===== config.mk =====
export PLATFORM = sky130hd
export DESIGN_NAME = atsc_stt_section_parser
export DESIGN_NICKNAME = d
export VERILOG_FILES = /design/src/design/atscstt_pkg.sv /design/src/design/atsc_stt_section_parser.sv /design/src/design/atscstt_in_stage.sv /design/src/design/atscstt_parse.sv /design/src/design/atscstt_out_stage.sv
export SDC_FILE = /design/constraint.sdc
export NUM_CORES = 1
export LEC_CHECK = 0
export ABC_AREA = 0
export ABC_CLOCK_PERIOD_IN_PS = 10950
export BUFFER_PORTS_ARGS = -buffer_cell sky130_fd_sc_hd__buf_2
export CAP_MARGIN = 25
export CORE_ASPECT_RATIO = 1.5
export CORE_MARGIN = 2
export CORE_UTILIZATION = 41
export DETAILED_ROUTE_END_ITERATION = 8
export PLACE_DENSITY = 0.56
export SETUP_SLACK_MARGIN = 0.3
export SLEW_MARGIN = 15
export SYNTH_ARGS = -nofsm -noshare
export SYNTH_HDL_FRONTEND = slang
export SYNTH_SLANG_ARGS = --single-unit

===== constraint.sdc =====
create_clock -name clk -period 10.95 [get_ports clk]
set_input_delay 0.5475 -clock clk [delete_from_list [all_inputs] [get_ports clk]]
set_output_delay 0.5475 -clock clk [all_outputs]
set_load 0.005 [all_outputs]

===== src/design/atscstt_pkg.sv =====
// Shared types, constants and helper functions for the ATSC system time table parser.
// Has no dependencies. Every module of the block imports it.
package atscstt_pkg;

    // Status codes of a finished section.
    localparam logic [2:0] ST_OK        = 3'd0;
    localparam logic [2:0] ST_HEADER    = 3'd1;
    localparam logic [2:0] ST_SHORT     = 3'd2;
    localparam logic [2:0] ST_VERSION   = 3'd3;
    localparam logic [2:0] ST_MULTI     = 3'd4;
    localparam logic [2:0] ST_OVERRUN   = 3'd5;
    localparam logic [2:0] ST_TRUNCATED = 3'd6;

    localparam logic [7:0]  TABLE_ID_RESET = 8'd205;
    localparam logic [11:0] MIN_LENGTH     = 12'd17;
    localparam logic [11:0] DESC_START     = 12'd16;
    localparam logic [11:0] MAX_INDEX      = 12'd4095;

    typedef struct packed {
        logic [7:0] section_byte;
        logic       last_byte;
    } stt_byte_t;

    typedef struct packed {
        logic [2:0]  status;
        logic        first_seen;
        logic        table_changed;
        logic        time_changed;
        logic        offset_changed;
        logic        daylight_changed;
        logic        table_complete;
        logic [31:0] system_time;
        logic [7:0]  gps_utc_offset;
        logic        daylight_saving;
        logic [4:0]  daylight_day;
        logic [7:0]  daylight_hour;
    } stt_result_t;

    // Keep the smallest nonzero error code seen so far.
    function automatic logic [2:0] err_merge(input logic [2:0] cur, input logic [2:0] code);
        if (cur == ST_OK || code < cur)
        begin
            return code;
        end
        return cur;
    endfunction

endpackage


===== src/design/atsc_stt_section_parser.sv =====
// ATSC system time table section parser, top level.
// Depends on atscstt_pkg, atscstt_in_stage, atscstt_parse and atscstt_out_stage.
//
// Usage:
// Section bytes enter on the byte channel (byte_valid/byte_ready) with
// last_byte set on the final byte of each section. One result per section
// leaves on the result channel (result_valid/result_ready); a transfer
// there carries the status, the change flags and the parsed values.
// The byte channel takes one byte per cycle for as long as the receiver keeps
// up. A byte is registered on its transfer and parsed in the next cycle; the
// result of a section is registered in the result register as its last byte is consumed.
// If the receiver stalls, the result register holds its result; bytes that
// do not end a section keep flowing, and only a further section end waits
// in the input register until the result register frees up.
// The expected table id is written through cfg_wr_en/cfg_wr_data at any
// edge; it should be changed only while no section is in flight.
// Reset clears all section state and the stored table values and loads
// the expected table id with 0xCD.
module atsc_stt_section_parser
    import atscstt_pkg::*;
(
    input  logic        clk,
    input  logic        rst_n,
    input  logic        cfg_wr_en,
    input  logic [7:0]  cfg_wr_data,
    input  logic        byte_valid,
    output logic        byte_ready,
    input  logic [7:0]  section_byte,
    input  logic        last_byte,
    output logic        result_valid,
    input  logic        result_ready,
    output logic [2:0]  status,
    output logic        first_seen,
    output logic        table_changed,
    output logic        time_changed,
    output logic        offset_changed,
    output logic        daylight_changed,
    output logic        table_complete,
    output logic [31:0] system_time,
    output logic [7:0]  gps_utc_offset,
    output logic        daylight_saving,
    output logic [4:0]  daylight_day,
    output logic [7:0]  daylight_hour
);

    stt_byte_t   byte_in;
    stt_byte_t   held_byte;
    logic        held_valid;
    logic        consume;
    logic        out_free;
    logic        result_load;
    stt_result_t result_next;
    stt_result_t result_out;

    assign byte_in.section_byte = section_byte;
    assign byte_in.last_byte    = last_byte;

    atscstt_in_stage u_in_stage (
        .clk        (clk),
        .rst_n      (rst_n),
        .byte_valid (byte_valid),
        .byte_ready (byte_ready),
        .byte_in    (byte_in),
        .consume    (consume),
        .held_valid (held_valid),
        .held_byte  (held_byte)
    );

    atscstt_parse u_parse (
        .clk         (clk),
        .rst_n       (rst_n),
        .cfg_wr_en   (cfg_wr_en),
        .cfg_wr_data (cfg_wr_data),
        .held_valid  (held_valid),
        .held_byte   (held_byte),
        .out_free    (out_free),
        .consume     (consume),
        .result_load (result_load),
        .result_next (result_next)
    );

    atscstt_out_stage u_out_stage (
        .clk          (clk),
        .rst_n        (rst_n),
        .result_load  (result_load),
        .result_next  (result_next),
        .out_free     (out_free),
        .result_valid (result_valid),
        .result_ready (result_ready),
        .result_out   (result_out)
    );

    assign status           = result_out.status;
    assign first_seen       = result_out.first_seen;
    assign table_changed    = result_out.table_changed;
    assign time_changed     = result_out.time_changed;
    assign offset_changed   = result_out.offset_changed;
    assign daylight_changed = result_out.daylight_changed;
    assign table_complete   = result_out.table_complete;
    assign system_time      = result_out.system_time;
    assign gps_utc_offset   = result_out.gps_utc_offset;
    assign daylight_saving  = result_out.daylight_saving;
    assign daylight_day     = result_out.daylight_day;
    assign daylight_hour    = result_out.daylight_hour;

endmodule


===== src/design/atscstt_in_stage.sv =====
// Input register of the section parser: holds one section byte until it is processed.
// Depends on atscstt_pkg.
module atscstt_in_stage
    import atscstt_pkg::*;
(
    input  logic      clk,
    input  logic      rst_n,
    input  logic      byte_valid,
    output logic      byte_ready,
    input  stt_byte_t byte_in,
    input  logic      consume,
    output logic      held_valid,
    output stt_byte_t held_byte
);

    logic      valid_reg;
    logic      valid_next;
    stt_byte_t data_reg;

    // The register can refill in the same cycle its byte is consumed.
    assign byte_ready = !valid_reg || consume;
    assign held_valid = valid_reg;
    assign held_byte  = data_reg;

    always_comb
    begin
        valid_next = valid_reg;
        if (byte_ready)
        begin
            valid_next = byte_valid;
        end
    end

    always_ff @(posedge clk or negedge rst_n)
    begin
        if (!rst_n)
        begin
            valid_reg <= 1'b0;
        end
        else
        begin
            valid_reg <= valid_next;
        end
    end

    always_ff @(posedge clk)
    begin
        if (byte_valid && byte_ready)
        begin
            data_reg <= byte_in;
        end
    end

endmodule


===== src/design/atscstt_parse.sv =====
// Section state and per-byte parsing logic, plus the stored table values.
// Depends on atscstt_pkg.
module atscstt_parse
    import atscstt_pkg::*;
(
    input  logic        clk,
    input  logic        rst_n,
    input  logic        cfg_wr_en,
    input  logic [7:0]  cfg_wr_data,
    input  logic        held_valid,
    input  stt_byte_t   held_byte,
    input  logic        out_free,
    output logic        consume,
    output logic        result_load,
    output stt_result_t result_next
);

    logic [7:0]  table_id_reg;
    logic [11:0] byte_index_reg, byte_index_next;
    logic [11:0] length_reg, length_next;
    logic [12:0] desc_pos_reg, desc_pos_next;
    logic [2:0]  error_reg, error_next;
    logic [31:0] new_time_reg, new_time_next;
    logic [7:0]  new_offset_reg, new_offset_next;
    logic [7:0]  new_dl_reg, new_dl_next;
    logic [7:0]  new_hour_reg, new_hour_next;
    logic [31:0] stored_time_reg;
    logic [7:0]  stored_offset_reg;
    logic        stored_daylight_reg;
    logic [4:0]  stored_day_reg;
    logic [7:0]  stored_hour_reg;

    logic [7:0]  b;
    logic [11:0] pos;
    logic [11:0] crc_pos;
    logic [13:0] desc_len_pos;
    logic [13:0] desc_end;
    logic [2:0]  status;
    logic        tc, oc, dc, any_change, first;

    // A byte that ends a section needs room in the result register.
    assign consume     = held_valid && (!held_byte.last_byte || out_free);
    assign result_load = consume && held_byte.last_byte;

    always_comb
    begin
        b               = held_byte.section_byte;
        pos             = byte_index_reg;
        length_next     = length_reg;
        desc_pos_next   = desc_pos_reg;
        error_next      = error_reg;
        new_time_next   = new_time_reg;
        new_offset_next = new_offset_reg;
        new_dl_next     = new_dl_reg;
        new_hour_next   = new_hour_reg;

        case (pos)
            12'd0:
            begin
                if (b != table_id_reg)
                begin
                    error_next = err_merge(error_next, ST_HEADER);
                end
            end
            12'd1:
            begin
                if (!b[7] || !b[6])
                begin
                    error_next = err_merge(error_next, ST_HEADER);
                end
                length_next = {b[3:0], 8'h00};
            end
            12'd2:
            begin
                length_next = {length_reg[11:8], b};
                if ({length_reg[11:8], b} < MIN_LENGTH)
                begin
                    error_next = err_merge(error_next, ST_SHORT);
                end
            end
            12'd5:
            begin
                if (!b[0])
                begin
                    error_next = err_merge(error_next, ST_HEADER);
                end
            end
            12'd6, 12'd7:
            begin
                if (b != 8'h00)
                begin
                    error_next = err_merge(error_next, ST_MULTI);
                end
            end
            12'd8:
            begin
                if (b != 8'h00)
                begin
                    error_next = err_merge(error_next, ST_VERSION);
                end
            end
            12'd9, 12'd10, 12'd11, 12'd12:
            begin
                new_time_next = {new_time_reg[23:0], b};
            end
            12'd13:  new_offset_next = b;
            12'd14:  new_dl_next     = b;
            12'd15:  new_hour_next   = b;
            default: ;
        endcase

        // Descriptor walk: on the length byte of a descriptor, check that it
        // stays ahead of the first CRC byte.
        crc_pos      = length_reg - 12'd1;
        desc_len_pos = {1'b0, desc_pos_reg} + 14'd1;
        desc_end     = {1'b0, desc_pos_reg} + 14'd2 + {6'd0, b};
        if (pos >= DESC_START && length_reg >= MIN_LENGTH)
        begin
            if (desc_len_pos < {2'b00, crc_pos} && {2'b00, pos} == desc_len_pos)
            begin
                if (desc_end > {2'b00, crc_pos})
                begin
                    error_next = err_merge(error_next, ST_OVERRUN);
                end
                else
                begin
                    desc_pos_next = desc_end[12:0];
                end
            end
        end

        byte_index_next = (pos < MAX_INDEX) ? pos + 12'd1 : MAX_INDEX;

        status = error_next;
        if (status == ST_OK && {1'b0, byte_index_next} < {1'b0, length_next} + 13'd3)
        begin
            status = ST_TRUNCATED;
        end

        tc = new_time_next != stored_time_reg;
        oc = new_offset_next != stored_offset_reg;
        dc = (new_dl_next[7] != stored_daylight_reg) ||
             (new_dl_next[4:0] != stored_day_reg) ||
             (new_hour_next != stored_hour_reg);
        any_change = tc || oc || dc;
        first      = tc && (stored_time_reg == 32'd0);

        result_next        = '0;
        result_next.status = status;
        if (status == ST_OK)
        begin
            result_next.first_seen       = first;
            result_next.table_changed    = any_change && !first;
            result_next.time_changed     = tc;
            result_next.offset_changed   = oc;
            result_next.daylight_changed = dc;
            result_next.table_complete   = any_change;
            result_next.system_time      = new_time_next;
            result_next.gps_utc_offset   = new_offset_next;
            result_next.daylight_saving  = new_dl_next[7];
            result_next.daylight_day     = new_dl_next[4:0];
            result_next.daylight_hour    = new_hour_next;
        end
    end

    always_ff @(posedge clk or negedge rst_n)
    begin
        if (!rst_n)
        begin
            table_id_reg        <= TABLE_ID_RESET;
            byte_index_reg      <= '0;
            length_reg          <= '0;
            desc_pos_reg        <= {1'b0, DESC_START};
            error_reg           <= ST_OK;
            new_time_reg        <= '0;
            new_offset_reg      <= '0;
            new_dl_reg          <= '0;
            new_hour_reg        <= '0;
            stored_time_reg     <= '0;
            stored_offset_reg   <= '0;
            stored_daylight_reg <= 1'b0;
            stored_day_reg      <= '0;
            stored_hour_reg     <= '0;
        end
        else
        begin
            if (cfg_wr_en)
            begin
                table_id_reg <= cfg_wr_data;
            end
            if (consume)
            begin
                if (held_byte.last_byte)
                begin
                    // End of section: start the next one from a clean state.
                    byte_index_reg <= '0;
                    length_reg     <= '0;
                    desc_pos_reg   <= {1'b0, DESC_START};
                    error_reg      <= ST_OK;
                    new_time_reg   <= '0;
                    new_offset_reg <= '0;
                    new_dl_reg     <= '0;
                    new_hour_reg   <= '0;
                    if (status == ST_OK)
                    begin
                        stored_time_reg     <= new_time_next;
                        stored_offset_reg   <= new_offset_next;
                        stored_daylight_reg <= new_dl_next[7];
                        stored_day_reg      <= new_dl_next[4:0];
                        stored_hour_reg     <= new_hour_next;
                    end
                end
                else
                begin
                    byte_index_reg <= byte_index_next;
                    length_reg     <= length_next;
                    desc_pos_reg   <= desc_pos_next;
                    error_reg      <= error_next;
                    new_time_reg   <= new_time_next;
                    new_offset_reg <= new_offset_next;
                    new_dl_reg     <= new_dl_next;
                    new_hour_reg   <= new_hour_next;
                end
            end
        end
    end

endmodule


===== src/design/atscstt_out_stage.sv =====
// Result register of the section parser: holds one result until the receiver takes it.
// Depends on atscstt_pkg.
module atscstt_out_stage
    import atscstt_pkg::*;
(
    input  logic        clk,
    input  logic        rst_n,
    input  logic        result_load,
    input  stt_result_t result_next,
    output logic        out_free,
    output logic        result_valid,
    input  logic        result_ready,
    output stt_result_t result_out
);

    logic        valid_reg;
    logic        valid_next;
    stt_result_t data_reg;

    assign out_free     = !valid_reg || result_ready;
    assign result_valid = valid_reg;
    assign result_out   = data_reg;

    always_comb
    begin
        valid_next = valid_reg;
        if (result_load)
        begin
            valid_next = 1'b1;
        end
        else if (result_ready)
        begin
            valid_next = 1'b0;
        end
    end

    always_ff @(posedge clk or negedge rst_n)
    begin
        if (!rst_n)
        begin
            valid_reg <= 1'b0;
        end
        else
        begin
            valid_reg <= valid_next;
        end
    end

    always_ff @(posedge clk)
    begin
        if (result_load)
        begin
            data_reg <= result_next;
        end
    end

endmodule

==> results by group <==
Synth
  • Post-synthesis cell area: roughly 14000 um2
  • Syn_nets: 1405
  • Share of the synthesized area in the top cell type: 27.9%
  • Dominant cell type by area after synthesis: dfrtp_1
  • Synth area leaders: dfrtp_1 28%, edfxtp_1 16%, mux2i_1 5.9%
  • Synth warnings: 0
  • Synth Instances: 1324
  • Synthesized flop and latch total: 230
  • Ys async rst share: 68.7%
  • Syn avg cell area: between 10 and 15 um2
  • Seq/Total Area, Yosys: 44.9%
  • Number of flops mapped to enable cells by yosys: 72
  • Synth cell types: 85
  • Primary FF master, synth: dfrtp_1

Die
  • Die area: roughly 35000 um2
  • Rows: 81
  • Die height: 227 um
  • Initial Utilization: 41.7%
  • Core Area: 32600 um2
  • Io pins: 87
  • Die X-Extent: 153 um

Global route
  • GRT overflow: 0
  • First-pass GRT wire length: 63600 um
  • Largest net degree at the start of global routing: 104
  • Vias in the first global route: 10700
  • Total Routing Usage GR: a little under a quarter
  • Initial antenna violation count: 0

STA
  • Setup TNS: 0 ns
  • Setup violators final: 0
  • Worst-Margin Slew: 1.01 ns
  • Final Skew: 0.0296 ns
  • Post-route minimum period: 5.73 ns
  • Pins Over Slew Limit: 0
  • Fmax: 175 MHz
  • Final hold vios: 0
  • Worst slew margin: 32.6%
  • RSZ-0062 raised after global routing: no
  • Final period utilization: 52.3%

Worst setup path
  • Worst path arrival time: 6.13 ns
  • Critical Path RT: 11.36 ns
  • CP max stage delay: roughly 0.75 ns
  • CP max FO: 54
  • Internal reg-to-reg setup slack: 5.22 ns
  • Worst path slowest cell: buf_4
  • Reg2reg path depth: 19
  • Crit path cell chain: inv_1 > ha_1 > o2111ai_1 > buf_4 > a21oi_1 > o21ai_0 > a32oi_1 > or3_1 > nor4_1 > xor2_1 > ha_1 > and4_1 > nand4_1 > nor3_1 > a211o_1 > o31a_1 > nand4_1 > buf_4 > mux2_1
  • R2R Path Start: u_parse.byte_index_reg[0]
  • Critical path startpoint category: register
  • RR Endpoint: u_parse.stored_time_reg[15]
  • Critical path endpoint category: register
  • WS Path Type: reg -> reg

Drt
  • First DRT Iteration DRCs: 637
  • Routed Antenna Nets: 0
  • Wire per inst: 22.9 um
  • Via count: 10600
  • DRC viols: 0
  • Via density per instance: ~5.9
  • Iteration count of the initial detailed-routing pass: 5
  • Routed wire length: 41200 um

CTS
  • CTS tree: built
  • Root Driver: clkbuf_16
  • Worst skew pair latency: 0.55 ns
  • H-tree depth: 1
  • Worst-path clk slew: about 0.060 ns
  • Post-CTS Setup Repair Bufs: 0
  • TritonCTS Buffers: 24
  • Sink Count: 230
  • PostCTS Resize Cnt: 0
  • Hold_buf cts: 0
  • Maximum root-to-sink buffer count: 3

Placement
  • Placed cells: 1755
  • Final HPWL DP: 29800 um
  • I/O Buffers: 86
  • Gp weighted congestion: 0.954

Power
  • Int Pwr: 1.77 mW
  • Seq pwr share: 42.7%
  • Pwr dens: roughly 180 nW/um2
  • VDD IR-drop max: roughly 120 uV
  • Net Switching: 906 uW
  • Sw Share: between 30% and 40%
  • Pleak: 7.00 nW
  • Combinational power share: 26.2%
  • Clock group share of total power: 31.1%

Min path
  • WHS Path Cells: 1
  • Worst Hold Class: in -> reg
  • Worst Hold Path EP: u_in_stage.held_byte[0]
  • Hold path start: last_byte

Layout
  • # nets final: between 1000 and 1500
  • Area Growth Syn to Fin: 11.2%
  • Final Non-Filler Cells: 1802
  • Most common cell after layout, fill and taps aside: dfrtp_1
  • Fillers: 3138
  • Share of layout cells above drive strength 1: 12.8%
  • Max FFs per register: 63
  • Ant diodes: 0
  • Most frequent cells in the layout: 152 x dfrtp_1, 115 x nor2_1, 87 x inv_1

Run status
  • Status: complete, no violations

Run
  • Max-cap violations: 0
==> stage by stage <==
stage | util, % | hold WS, ns | instance area (um2) | power, mW | worst slack (ns)
after floorplan | - | 0.252 | 13600 | 1.63 | 6.46
after global placement | 43.9 | 0.465 | 14300 | 1.84 | 5.18
after detailed placement | 43.9 | 0.492 | 14300 | 1.85 | 5.06
after CTS | 46.3 | 0.148 | 15100 | 2.69 | 5.03
after global routing | 46.4 | 0.152 | 15100 | 2.83 | 4.80
final | 46.4 | 0.172 | 15100 | 2.68 | 5.22
==> critical path, delay by kind of cell, from the launching register on <==
family / cells / cell delay (ns)
AO/OA/AOI/OAI: 6 / 1.37
XOR/XNOR: 1 / 0.19
adder cells (fa/ha/maj): 2 / 0.65
buffers and inverters: 3 / 1.16
flip-flops: 1 / 0.51
multiplexers: 1 / 0.38
AND/OR/NAND/NOR: 6 / 1.28
==> power by group through the flow <==
stage               clock (mW)  sequential, mW  combinational (mW)
floorplan                    0            1.10               0.521
global placement             0            1.15               0.682
detailed placement           0            1.15               0.696
CTS                      0.853            1.14               0.699
global route             0.891            1.15               0.784
finish                   0.834            1.14               0.702
==> per-layer routing <==
metal / vias up / wire, um / GRT usage, %
li1: 4901 / - / -
met1: 5265 / 15700 / 26.3
met2: 313 / 22100 / 45.3
met3: 115 / 1450 / 2.17
met4: 0 / 1980 / 10.7
met5: - / 0 / 0
==> Yosys cell counts, types with 5 or more instances <==
library cell,instances
a221oi_1,6
xnor2_1,69
mux2i_1,80
or3_1,7
o21a_1,7
nand4_1,27
ha_1,58
and3_1,8
edfxtp_1,72
buf_6,5
o2111ai_1,8
nor4_4,5
nand3_1,36
nor2b_1,18
nand2b_1,13
nor4_1,15
and2_1,6
dfrtp_1,152
nor2_1,116
dfstp_2,6
inv_1,88
or4_1,6
clkbuf_1,52
a22o_1,85
buf_2,23
nor3_1,18
mux2_2,8
xor2_1,44
o21ai_0,37
o22ai_1,12
o21ai_1,7
a21oi_1,50
a21o_1,10
and4_1,6
nand2_1,57
mux2_1,8
a22oi_1,12
==> cells by family after synthesis <==
family          synth area share (%)
buf+inv                         5.46
fa+ha+maj                       5.47
simple gates                    13.8
mux                             7.20
compound gates                  15.7
xor+xnor                        7.44
flops                           44.9
==> cell type report <==
type	instances	area, um2	area share, %
clock inverter	15	168	1.11
timing repair buffer	107	617	4.07
clock buffer	29	619	4.09
tap	415	519	3.43
inverter	88	330	2.18
multi-input combinational	918	6770	44.7
sequential	230	6120	40.4
==> how the worst max path moves through the flow <==
stage / start / to / slack [ns] / cells after the start
CTS: u_parse.byte_index_reg[0] / u_parse.stored_time_reg[15] / 5.03 / 17
finish: u_parse.byte_index_reg[0] / u_parse.stored_time_reg[15] / 5.22 / 19
global placement: u_parse.byte_index_reg[0] / u_parse.stored_time_reg[31] / 5.18 / 17
detailed placement: u_parse.byte_index_reg[0] / u_parse.stored_time_reg[31] / 5.06 / 17
floorplan: u_parse.byte_index_reg[1] / u_parse.stored_time_reg[31] / 6.46 / 21
global route: u_parse.byte_index_reg[0] / u_parse.stored_time_reg[7] / 4.80 / 17
Power figures use the tool's default switching activity.
